==> config.mk <==
export PLATFORM = sky130hd
export DESIGN_NAME = sorted_key_value_table_top
export DESIGN_NICKNAME = d
export VERILOG_FILES = /design/src/rtl/skvt_pkg.sv /design/src/rtl/skvt_mem.sv /design/src/rtl/skvt_cmp.sv /design/src/rtl/skvt_seq.sv /design/src/rtl/sorted_key_value_table_top.sv
export SDC_FILE = /design/constraint.sdc
export NUM_CORES = 2
export LEC_CHECK = 0
export ABC_CLOCK_PERIOD_IN_PS = 15400
export CAP_MARGIN = 15
export CORE_MARGIN = 4
export CORE_UTILIZATION = 60
export DETAILED_ROUTE_END_ITERATION = 12
export DONT_BUFFER_PORTS = 1
export PLACE_DENSITY = 0.76
export SETUP_SLACK_MARGIN = 0.2
export SYNTH_ARGS = -nofsm -noshare
export SYNTH_HDL_FRONTEND = slang
export SYNTH_HIERARCHICAL = 1
export SYNTH_SLANG_ARGS = --single-unit
==> constraint.sdc <==
create_clock -name clk -period 15.4 [get_ports clk]
set_input_delay 0.77 -clock clk [delete_from_list [all_inputs] [get_ports clk]]
set_output_delay 0.77 -clock clk [all_outputs]
set_load 0.005 [all_outputs]
==> src/rtl/skvt_pkg.sv <==
package skvt_pkg;

    localparam logic [2:0] CMD_INSERT = 3'd0;
    localparam logic [2:0] CMD_REMOVE = 3'd1;
    localparam logic [2:0] CMD_FIND   = 3'd2;
    localparam logic [2:0] CMD_READ   = 3'd3;
    localparam logic [2:0] CMD_CLEAR  = 3'd4;

    localparam logic [1:0] ST_OK       = 2'd0;
    localparam logic [1:0] ST_DUP      = 2'd1;
    localparam logic [1:0] ST_NOTFOUND = 2'd2;
    localparam logic [1:0] ST_FULL     = 2'd3;

    typedef struct packed {
        logic [2:0]         cmd;
        logic signed [31:0] key;
        logic signed [31:0] info;
        logic [7:0]         position;
    } req_t;

    typedef struct packed {
        logic [1:0]         status;
        logic signed [31:0] found_key;
        logic signed [31:0] found_info;
        logic [5:0]         entry_count;
    } res_t;

    typedef struct packed {
        logic [31:0] key;
        logic [31:0] info;
    } entry_t;

    typedef enum logic [3:0] {
        S_IDLE,
        S_SCAN,
        S_SCAN_CHK,
        S_POS_CHK,
        S_SHL,
        S_SHL_WR,
        S_SHR,
        S_SHR_WR,
        S_DONE
    } seq_state_t;

endpackage

==> src/rtl/skvt_mem.sv <==
module skvt_mem #(
    parameter int DEPTH = 32,
    parameter int AW    = 5
) (
    input  logic                 clk,
    input  logic                 wr_en,
    input  logic [AW-1:0]        wr_addr,
    input  skvt_pkg::entry_t     wr_data,
    input  logic                 rd_en,
    input  logic [AW-1:0]        rd_addr,
    output skvt_pkg::entry_t     rd_data
);

    skvt_pkg::entry_t mem [DEPTH];
    skvt_pkg::entry_t rd_data_reg;

    always_ff @(posedge clk)
    begin
        if (wr_en)
        begin
            mem[wr_addr] <= wr_data;
        end
        if (rd_en)
        begin
            rd_data_reg <= mem[rd_addr];
        end
    end

    assign rd_data = rd_data_reg;

endmodule

==> src/rtl/skvt_cmp.sv <==
module skvt_cmp (
    input  logic [31:0] a,
    input  logic [31:0] b,
    output logic        less,
    output logic        equal
);

    assign less  = $signed(a) < $signed(b);
    assign equal = (a == b);

endmodule

==> src/rtl/skvt_seq.sv <==
module skvt_seq #(
    parameter int CAPACITY = 32,
    parameter int AW       = 5,
    parameter int CW       = 6
) (
    input  logic                 clk,
    input  logic                 rst_n,
    input  logic                 req_valid,
    output logic                 req_ready,
    input  skvt_pkg::req_t       req,
    output logic                 done,
    output skvt_pkg::res_t       result,
    input  logic                 take,
    output logic                 wr_en,
    output logic [AW-1:0]        wr_addr,
    output skvt_pkg::entry_t     wr_data,
    output logic                 rd_en,
    output logic [AW-1:0]        rd_addr,
    input  skvt_pkg::entry_t     rd_data,
    input  logic                 key_less,
    input  logic                 key_equal
);

    localparam int PW = CW + 8;

    skvt_pkg::seq_state_t state_reg, state_next;
    logic [CW-1:0]        fill_reg, fill_next;
    logic [CW-1:0]        idx_reg, idx_next;
    logic [CW-1:0]        ptr_reg, ptr_next;
    logic [2:0]           cmd_reg, cmd_next;
    logic [31:0]          key_reg, key_next;
    logic [31:0]          info_reg, info_next;
    logic [1:0]           status_reg, status_next;
    logic [31:0]          rkey_reg, rkey_next;
    logic [31:0]          rinfo_reg, rinfo_next;

    logic [7:0]           pos_eff;
    logic [7:0]           pos_idx;
    logic [CW-1:0]        ptr_inc;

    always_ff @(posedge clk or negedge rst_n)
    begin
        if (!rst_n)
        begin
            state_reg <= skvt_pkg::S_IDLE;
            fill_reg  <= '0;
        end
        else
        begin
            state_reg <= state_next;
            fill_reg  <= fill_next;
        end
    end

    always_ff @(posedge clk)
    begin
        idx_reg    <= idx_next;
        ptr_reg    <= ptr_next;
        cmd_reg    <= cmd_next;
        key_reg    <= key_next;
        info_reg   <= info_next;
        status_reg <= status_next;
        rkey_reg   <= rkey_next;
        rinfo_reg  <= rinfo_next;
    end

    assign pos_eff = (req.position == 8'd0) ? 8'd1 : req.position;
    assign pos_idx = pos_eff - 8'd1;
    assign ptr_inc = ptr_reg + CW'(1);

    always_comb
    begin
        state_next  = state_reg;
        fill_next   = fill_reg;
        idx_next    = idx_reg;
        ptr_next    = ptr_reg;
        cmd_next    = cmd_reg;
        key_next    = key_reg;
        info_next   = info_reg;
        status_next = status_reg;
        rkey_next   = rkey_reg;
        rinfo_next  = rinfo_reg;
        req_ready   = 1'b0;
        done        = 1'b0;
        wr_en       = 1'b0;
        wr_addr     = ptr_reg[AW-1:0];
        wr_data     = rd_data;
        rd_en       = 1'b0;
        rd_addr     = ptr_reg[AW-1:0];

        case (state_reg)
            skvt_pkg::S_IDLE:
            begin
                req_ready = 1'b1;
                if (req_valid)
                begin
                    cmd_next    = req.cmd;
                    key_next    = req.key;
                    info_next   = req.info;
                    idx_next    = '0;
                    status_next = skvt_pkg::ST_OK;
                    rkey_next   = '0;
                    rinfo_next  = '0;
                    case (req.cmd)
                        skvt_pkg::CMD_INSERT,
                        skvt_pkg::CMD_REMOVE,
                        skvt_pkg::CMD_FIND:
                        begin
                            state_next = skvt_pkg::S_SCAN;
                        end
                        skvt_pkg::CMD_READ:
                        begin
                            if (PW'(pos_eff) <= PW'(fill_reg))
                            begin
                                rd_en      = 1'b1;
                                rd_addr    = AW'(pos_idx);
                                state_next = skvt_pkg::S_POS_CHK;
                            end
                            else
                            begin
                                status_next = skvt_pkg::ST_NOTFOUND;
                                state_next  = skvt_pkg::S_DONE;
                            end
                        end
                        skvt_pkg::CMD_CLEAR:
                        begin
                            fill_next  = '0;
                            state_next = skvt_pkg::S_DONE;
                        end
                        default:
                        begin
                            state_next = skvt_pkg::S_DONE;
                        end
                    endcase
                end
            end

            skvt_pkg::S_POS_CHK:
            begin
                rkey_next  = rd_data.key;
                rinfo_next = rd_data.info;
                state_next = skvt_pkg::S_DONE;
            end

            skvt_pkg::S_SCAN:
            begin
                if (idx_reg < fill_reg)
                begin
                    rd_en      = 1'b1;
                    rd_addr    = idx_reg[AW-1:0];
                    state_next = skvt_pkg::S_SCAN_CHK;
                end
                else if (cmd_reg == skvt_pkg::CMD_INSERT)
                begin
                    // The new key is above every stored key: append.
                    if (fill_reg >= CW'(CAPACITY))
                    begin
                        status_next = skvt_pkg::ST_FULL;
                        state_next  = skvt_pkg::S_DONE;
                    end
                    else
                    begin
                        ptr_next   = fill_reg;
                        state_next = skvt_pkg::S_SHR;
                    end
                end
                else
                begin
                    status_next = skvt_pkg::ST_NOTFOUND;
                    state_next  = skvt_pkg::S_DONE;
                end
            end

            skvt_pkg::S_SCAN_CHK:
            begin
                if (key_less)
                begin
                    idx_next   = idx_reg + CW'(1);
                    state_next = skvt_pkg::S_SCAN;
                end
                else if (key_equal)
                begin
                    if (cmd_reg == skvt_pkg::CMD_INSERT)
                    begin
                        status_next = skvt_pkg::ST_DUP;
                    end
                    rkey_next  = rd_data.key;
                    rinfo_next = rd_data.info;
                    if (cmd_reg == skvt_pkg::CMD_REMOVE)
                    begin
                        ptr_next   = idx_reg;
                        state_next = skvt_pkg::S_SHL;
                    end
                    else
                    begin
                        state_next = skvt_pkg::S_DONE;
                    end
                end
                else if (cmd_reg == skvt_pkg::CMD_INSERT)
                begin
                    if (fill_reg >= CW'(CAPACITY))
                    begin
                        status_next = skvt_pkg::ST_FULL;
                        state_next  = skvt_pkg::S_DONE;
                    end
                    else
                    begin
                        ptr_next   = fill_reg;
                        state_next = skvt_pkg::S_SHR;
                    end
                end
                else
                begin
                    status_next = skvt_pkg::ST_NOTFOUND;
                    state_next  = skvt_pkg::S_DONE;
                end
            end

            // Close the gap left by a removed entry, one entry per pass.
            skvt_pkg::S_SHL:
            begin
                if (ptr_inc < fill_reg)
                begin
                    rd_en      = 1'b1;
                    rd_addr    = ptr_inc[AW-1:0];
                    state_next = skvt_pkg::S_SHL_WR;
                end
                else
                begin
                    fill_next  = fill_reg - CW'(1);
                    state_next = skvt_pkg::S_DONE;
                end
            end

            skvt_pkg::S_SHL_WR:
            begin
                wr_en      = 1'b1;
                wr_addr    = ptr_reg[AW-1:0];
                wr_data    = rd_data;
                ptr_next   = ptr_inc;
                state_next = skvt_pkg::S_SHL;
            end

            // Open a slot at the insertion point, moving entries up from the top.
            skvt_pkg::S_SHR:
            begin
                if (ptr_reg > idx_reg)
                begin
                    rd_en      = 1'b1;
                    rd_addr    = AW'(ptr_reg - CW'(1));
                    state_next = skvt_pkg::S_SHR_WR;
                end
                else
                begin
                    wr_en        = 1'b1;
                    wr_addr      = idx_reg[AW-1:0];
                    wr_data.key  = key_reg;
                    wr_data.info = info_reg;
                    fill_next    = fill_reg + CW'(1);
                    state_next   = skvt_pkg::S_DONE;
                end
            end

            skvt_pkg::S_SHR_WR:
            begin
                wr_en      = 1'b1;
                wr_addr    = ptr_reg[AW-1:0];
                wr_data    = rd_data;
                ptr_next   = ptr_reg - CW'(1);
                state_next = skvt_pkg::S_SHR;
            end

            skvt_pkg::S_DONE:
            begin
                done = 1'b1;
                if (take)
                begin
                    state_next = skvt_pkg::S_IDLE;
                end
            end

            default:
            begin
                state_next = skvt_pkg::S_IDLE;
            end
        endcase
    end

    assign result.status      = status_reg;
    assign result.found_key   = rkey_reg;
    assign result.found_info  = rinfo_reg;
    assign result.entry_count = 6'(fill_reg);

endmodule

==> src/rtl/sorted_key_value_table_top.sv <==
// Sorted key/info table holding up to CAPACITY pairs in ascending signed key
// order in a single-port-write, registered-read memory. Each request is one
// of insert, remove by key, find by key, read at a 1-based position, or clear,
// and yields exactly one response with status, key, info and entry count;
// other command codes change nothing and are answered with status OK.
// Requests are handled one at a time by a small sequencer that walks the
// memory through one shared key comparator: a key lookup reads, then
// compares, each entry scanned, and an insert or remove moves entries one
// by one to open or close a slot. A finished response waits in an output
// register, so the next request is taken while it is still pending.
module sorted_key_value_table_top #(
    parameter int CAPACITY = 32
) (
    input  logic             clk,
    input  logic             rst_n,
    input  logic             req_valid,
    output logic             req_ready,
    input  skvt_pkg::req_t   req,
    output logic             res_valid,
    input  logic             res_ready,
    output skvt_pkg::res_t   res
);

    localparam int AW = (CAPACITY > 1) ? $clog2(CAPACITY) : 1;
    localparam int CW = $clog2(CAPACITY + 1);

    logic             seq_done;
    logic             seq_take;
    skvt_pkg::res_t   seq_result;
    logic             wr_en;
    logic [AW-1:0]    wr_addr;
    skvt_pkg::entry_t wr_data;
    logic             rd_en;
    logic [AW-1:0]    rd_addr;
    skvt_pkg::entry_t rd_data;
    logic             key_less;
    logic             key_equal;
    logic [31:0]      seq_key_b;
    logic [31:0]      key_hold_reg;

    logic             res_valid_reg, res_valid_next;
    skvt_pkg::res_t   res_reg;

    skvt_mem #(
        .DEPTH (CAPACITY),
        .AW    (AW)
    ) u_mem (
        .clk     (clk),
        .wr_en   (wr_en),
        .wr_addr (wr_addr),
        .wr_data (wr_data),
        .rd_en   (rd_en),
        .rd_addr (rd_addr),
        .rd_data (rd_data)
    );

    skvt_cmp u_cmp (
        .a     (rd_data.key),
        .b     (seq_key_b),
        .less  (key_less),
        .equal (key_equal)
    );

    assign seq_key_b = key_hold_reg;

    // The comparator's second operand is the request key, held for the scan.
    always_ff @(posedge clk)
    begin
        if (req_valid && req_ready)
        begin
            key_hold_reg <= req.key;
        end
    end

    skvt_seq #(
        .CAPACITY (CAPACITY),
        .AW       (AW),
        .CW       (CW)
    ) u_seq (
        .clk       (clk),
        .rst_n     (rst_n),
        .req_valid (req_valid),
        .req_ready (req_ready),
        .req       (req),
        .done      (seq_done),
        .result    (seq_result),
        .take      (seq_take),
        .wr_en     (wr_en),
        .wr_addr   (wr_addr),
        .wr_data   (wr_data),
        .rd_en     (rd_en),
        .rd_addr   (rd_addr),
        .rd_data   (rd_data),
        .key_less  (key_less),
        .key_equal (key_equal)
    );

    assign seq_take = seq_done && (!res_valid_reg || res_ready);

    always_comb
    begin
        res_valid_next = res_valid_reg;
        if (res_valid_reg && res_ready)
        begin
            res_valid_next = 1'b0;
        end
        if (seq_take)
        begin
            res_valid_next = 1'b1;
        end
    end

    always_ff @(posedge clk or negedge rst_n)
    begin
        if (!rst_n)
        begin
            res_valid_reg <= 1'b0;
        end
        else
        begin
            res_valid_reg <= res_valid_next;
        end
    end

    always_ff @(posedge clk)
    begin
        if (seq_take)
        begin
            res_reg <= seq_result;
        end
    end

    assign res_valid = res_valid_reg;
    assign res       = res_reg;

endmodule

---- After elaboration in Yosys (flattened, before gate mapping) ----
Memories as Yosys holds them, arrays and structs flattened. A register that Yosys moved wholly into a read port is not among the register bits.
Cells that the tools add are included.
storage, ports and cells
  memories kept ........................... 1
  RAM bits ................................ 2048
  bits in registers ....................... 260
  bits of input ports ..................... 79
operators by class
  equality and inequality tests ........... 25
  magnitude comparators ................... 6
  muxes and demuxes ....................... 72
  $add $sub $neg .......................... 6
  reduce and logical (&&, ||, !) cells .... 24
memories
  memory     words  width  rd ports  clocked after memory_dff  write ports  RTL line        RTL
  u_mem.mem  32     64     1         1                         1            skvt_mem.sv:14  skvt_pkg::entry_t mem [DEPTH];
operators by type and width
  cell                 number
  $pmux 32 s3          2
  $mux 32              5
  $mux 64              2
  $mux 6               12
  $mux 4               11
  $mux 5               8
  $pmux 4 s9           1
  $eq 32x32->1         1
  $lt 32x32->1         1
  $pmux 6 s4           1
  $pmux 5 s4           1
  $add 6x1->6 const B  3
  $mux 2               9
  $ne 2x2->1 const B   9
  $pmux 6 s3           1
  $eq 4x3->1 const B   4
  $mux 1               13
  $lt 6x6->1           2
  $pmux 6 s2           1
  $sub 6x1->6 const B  2
  $reduce_and 5->1     2
  $reduce_bool 3->1    3
  $eq 4x2->1 const B   2
  $le 8x6->1           1
  other kinds (27)     36

---- Depth between registers and ports, before layout ----
  depth after elaboration ................. 7
  mapped depth ............................ 20
  depth with buffers taken out ............ 14

---- Hierarchy ----
Netlist, hierarchy kept.
by module, submodules not included
  module                      area each (µm²)  times used  sequential area each (µm²)  cells an instance
  skvt_mem                    79605.1          1           63420.8                     3096
  skvt_seq                    7917.6           1           4604.4                      621
  sorted_key_value_table_top  3173.0           1           3148.0                      109
  skvt_cmp                    820.8            1           0.0                         113

---- Least setup slack after synthesis ----
No wires, ideal clock.
  path kind ............................... register to register
  start ................................... reg, netlist name u_mem/rd_data[46]
  end ..................................... reg u_seq.rinfo_reg[0], enable pin
  path slack .............................. 8427 ps
  stages on the path, launching flop included .. 10
  library setup time ...................... 584 ps
  arrival time ............................ 6389 ps
  path buffers ............................ 0
  cells stage by stage .................... edfxtp_1 ha_1 nand4_1 nor4_2 a21boi_2 o31a_1 o22ai_2 nor2b_1 o21ai_0 a21boi_0
between the ends
  cells in the longest elaborated chain, start to end .. 3
RTL lines
  item                               RTL line                          RTL
  $lt 32x32->1                       skvt_cmp.sv:8                     assign less = $signed(a) < $signed(b);
  net key_less                       sorted_key_value_table_top.sv:36  logic key_less;
  $ne 2x2->1 (no source line)        --
  $reduce_and 4->1 (no source line)  --
  to (signal assigned)               skvt_seq.sv:64                    rinfo_reg <= rinfo_next;
  to (decl)                          skvt_seq.sv:35                    logic [31:0] rinfo_reg, rinfo_next;
The timed path passes the listed nets, and every way through them passes these cells.
A chain may end at the register's enable or synchronous reset.

---- Final worst setup path ----
  start ................................... reg u_seq.ptr_reg[1]
  end ..................................... reg, netlist name u_mem/rd_data[30]
between the ends
  cells in the longest elaborated chain, start to end .. 4
RTL lines
  item                    RTL line                          RTL
  from (decl)             skvt_seq.sv:29                    logic [CW-1:0] ptr_reg, ptr_next;
  from (signal assigned)  skvt_seq.sv:58                    ptr_reg <= ptr_next;
  $add 6x1->6             skvt_seq.sv:69                    assign ptr_inc = ptr_reg + CW'(1);
  $lt 6x6->1              skvt_seq.sv:222                   if (ptr_inc < fill_reg)
  $mux 5                  skvt_seq.sv:222
  $pmux 5 s4 (*)          skvt_seq.sv:91                    case (state_reg)
  net rd_addr[0]          sorted_key_value_table_top.sv:34  logic [AW-1:0] rd_addr;
The timed path passes the listed nets; every way through them passes the cells marked *.

==> metrics.cfg <==
[outcome]
run_status=finished clean

[layout]
flow.area_growth_from_synthesis_pct=11.9
multi_input_logic_area_um2=19600
postLayoutCoreUtil_pct=67.5
layout.area.seq_um2=71200
flip_flop_count_of_the_largest_register_all_copies_and_words_added=2048
design_area_um2=102000
nets=4289
drive_gt1_share_pct=27.8
filler_cell_count=8991

[route]
postRouteWirelength_mm=237
drt-initial-drc-count=7630
routedWlPerCell_um=37.1
via_count=44649
drc=0
drtPass1Iterations=6
route.detailed.vias_per_inst=7.00
detail-route-antenna-nets=0

[synth]
area_contributors_post_synth=sky130_fd_sc_hd__edfxtp_1, sky130_fd_sc_hd__mux4_2, sky130_fd_sc_hd__mux2_2
synth_sequential_area_ratio_pct=77.8
asyncSetResetFlopFracSynth_pct=0.464
syn_inst=3939
synth_top_area_share_pct=77.5
synth_warnings=6
yosysTopAreaCell=sky130_fd_sc_hd__edfxtp_1
yosys.cell_count.top_type=sky130_fd_sc_hd__edfxtp_1
synthesis.area_per_instance_um2=23.2
synth_cell_type_count=75
post_synth_edffs=2361
synth_seq_cells=2372
synth.net_count=4081
synth.cells.most_frequent=sky130_fd_sc_hd__edfxtp_1, sky130_fd_sc_hd__mux4_2, sky130_fd_sc_hd__mux2_2
primary_flip_flop_cell_chosen_by_synthesis_mapping=sky130_fd_sc_hd__edfxtp_1
synth.cell_area_um2=91500

[clocking]
cts-root-buf=sky130_fd_sc_hd__clkbuf_16
cts_hold_buf=68
clk_transition_reported_paths_ns=0.07
post-cts-setup-buffers=0
cts_max_path_buffers=3
cts_inserted_buffers=225
cts.htree.levels=4
tritoncts=yes
cts_repair_resize_count=0
clock_insertion_delay_worst_skew_ns=0.88
clock_sinks=2372

[power]
power.density_cell_area_nw_per_um2=182
power.static_leakage_nw=32.2
ir_drop_mv=0.148

[timing]
fin_crit_ns=7.36
fin_skew_ns=0.0519
grt_setup_unrepaired=no
fin_setup_tns_ns=0
achievable-frequency_mhz=136
slew_headroom_pct=19.2
actual_slew_at_the_worst_max_slew_pin_ns=1.21
finalSetupViolCount=0
layout_worst_path_cycle_share_pct=47.8
slew_violations=0
finalHoldViolCount=0

[critical_path]
required_ns=16.01
worstSetupPathType=reg -> reg
rr_endpoint=u_mem/rd_data[30]
worst_r2r_path_depth=15
path_delay_family=buffers and inverters
critical_path.max_stage_delay_ns=0.87
timing.critical_path.buf_inv=3
setup.reg_to_reg.worst_slack_ns=8.04
worst_setup_path_end_kind=register
worstPathCellList=ha_1, nand3_1, xnor2_1, ha_1, a41o_1, o31a_1, or3_1, and3_1, o21ai_4, buf_4, buf_4, buf_12, mux4_2, mux4_2, mux2_2
setup.worst_path.start_class=register
slowest_stage=sky130_fd_sc_hd__buf_4
r2r-start=u_seq/ptr_reg[1]
crit_path_arrival_time_ns=7.97
critPathMaxFanout=99

[global_routing]
grt_antenna_before_repair=11
gr-total-overflow=0
grt_max_degree=113
first_global_vias=44664
gr-usage-all-layers_pct=30.3
grt_pass1_wl_mm=335

[hold_path]
hp-start=req[74]
worst_hold_depth=2
min_path_type=in -> reg
hold-path-endpoint=u_seq/state_reg[3]

[run]
maxCapViolations=0

[placement]
finalWeightedCongestion=0.902
io_buffer_count=0
placedInstanceArea_um2=94300
dp.final_hpwl_mm=111

[floorplanning]
ioPinCount=153
fp.coreArea_um2=152000
initial_core_utilization_pct=60.3
die_y_um=399
fp.dieArea_um2=159000
std_cell_rows=143
die_x_um=399

[cells by family after synthesis]
kind of cell	Yosys count	share of synthesized area (%)
buf+inv	244	1.21
flops	2372	77.8
mux	782	17.0
compound gates	175	1.35
xor+xnor	19	0.182
fa+ha+maj	63	0.870
simple gates	284	1.64
[how the worst max path moves through the flow]
| stage | slack, ns | cells after the start | endpoint | start |
|---|---|---|---|---|
| global route | 7.46 | 15 | u_mem/rd_data[24] | u_seq/ptr_reg[0] |
| global placement | 7.71 | 15 | u_mem/rd_data[23] | req[4] |
| finish | 8.04 | 15 | u_mem/rd_data[30] | u_seq/ptr_reg[1] |
| CTS | 7.96 | 15 | u_mem/rd_data[28] | u_seq/ptr_reg[1] |
| floorplan | 8.43 | 9 | u_seq/rinfo_reg[0] | u_mem/rd_data[46] |
| detailed placement | 7.69 | 15 | u_mem/rd_data[24] | req[4] |
[report_power, final]
group / leakage (nW) / switching, W / total, W / internal (W)
Clock: 3.63 / 0.00241 / 0.00559 / 0.00318
Combinational: 7.05 / 0.00261 / 0.00440 / 0.00179
Sequential: 21.5 / 0.000243 / 0.00864 / 0.00840
Total: 32.2 / 0.00526 / 0.0186 / 0.0134
[per-stage QoR]
| stage | std cells | total power [W] | hold WS, ns | worst slack [ns] |
|---|---|---|---|---|
| after floorplan | 3939 | 0.0118 | 0.400 | 8.43 |
| after global placement | 5881 | 0.0129 | 0.401 | 7.71 |
| after detailed placement | 5881 | 0.0130 | 0.405 | 7.69 |
| after CTS | 6370 | 0.0187 | 0.0545 | 7.96 |
| after global routing | 6371 | 0.0193 | 0.105 | 7.46 |
| final | 6374 | 0.0186 | 0.107 | 8.04 |
[area by class of cell]
class / count / share of cell area (%)
diodes: 3 / 0.00733
multi-input cells: 1323 / 19.1
clock buffers: 260 / 5.73
inverters: 60 / 0.225
well taps: 2030 / 2.48
repair buffers: 165 / 1.46
flip-flops and latches: 2372 / 69.5
clock inverters: 161 / 1.53
[placed cells by master, fill, tap and decap left out, types with 10 or more instances in the layout]
master and n:
sky130_fd_sc_hd__clkinvlp_4 10, sky130_fd_sc_hd__mux4_2 602, sky130_fd_sc_hd__a221oi_1 16, sky130_fd_sc_hd__nor2_4 32
sky130_fd_sc_hd__nand2_1 44, sky130_fd_sc_hd__nor2_1 38, sky130_fd_sc_hd__clkbuf_16 230, sky130_fd_sc_hd__mux2_1 29
sky130_fd_sc_hd__inv_1 56, sky130_fd_sc_hd__mux2_2 112, sky130_fd_sc_hd__nor3_1 12, sky130_fd_sc_hd__nor2b_1 13
sky130_fd_sc_hd__mux2i_1 39, sky130_fd_sc_hd__and2_1 70, sky130_fd_sc_hd__dfrtp_1 11, sky130_fd_sc_hd__dlygate4sd3_1 68
sky130_fd_sc_hd__nand2b_1 11, sky130_fd_sc_hd__nand3_1 13, sky130_fd_sc_hd__o211ai_1 10, sky130_fd_sc_hd__clkbuf_1 30
sky130_fd_sc_hd__o21ai_0 33, sky130_fd_sc_hd__xnor2_1 15, sky130_fd_sc_hd__edfxtp_1 2361, sky130_fd_sc_hd__buf_4 90
sky130_fd_sc_hd__ha_1 62, sky130_fd_sc_hd__clkinv_2 46, sky130_fd_sc_hd__clkinv_1 60, sky130_fd_sc_hd__a21oi_1 30
sky130_fd_sc_hd__bufinv_16 27, sky130_fd_sc_hd__o22ai_1 12
[routing by layer]
metal / global-route usage, % / up-vias / wire length, um
met3: 6.95 / 566 / 31100
li1: - / 17122 / -
met5: 0 / - / 34
met4: 10.6 / 4 / 8730
met1: 42.1 / 23260 / 81000
met2: 48.3 / 3697 / 116000
Power figures use the tool's default switching activity.
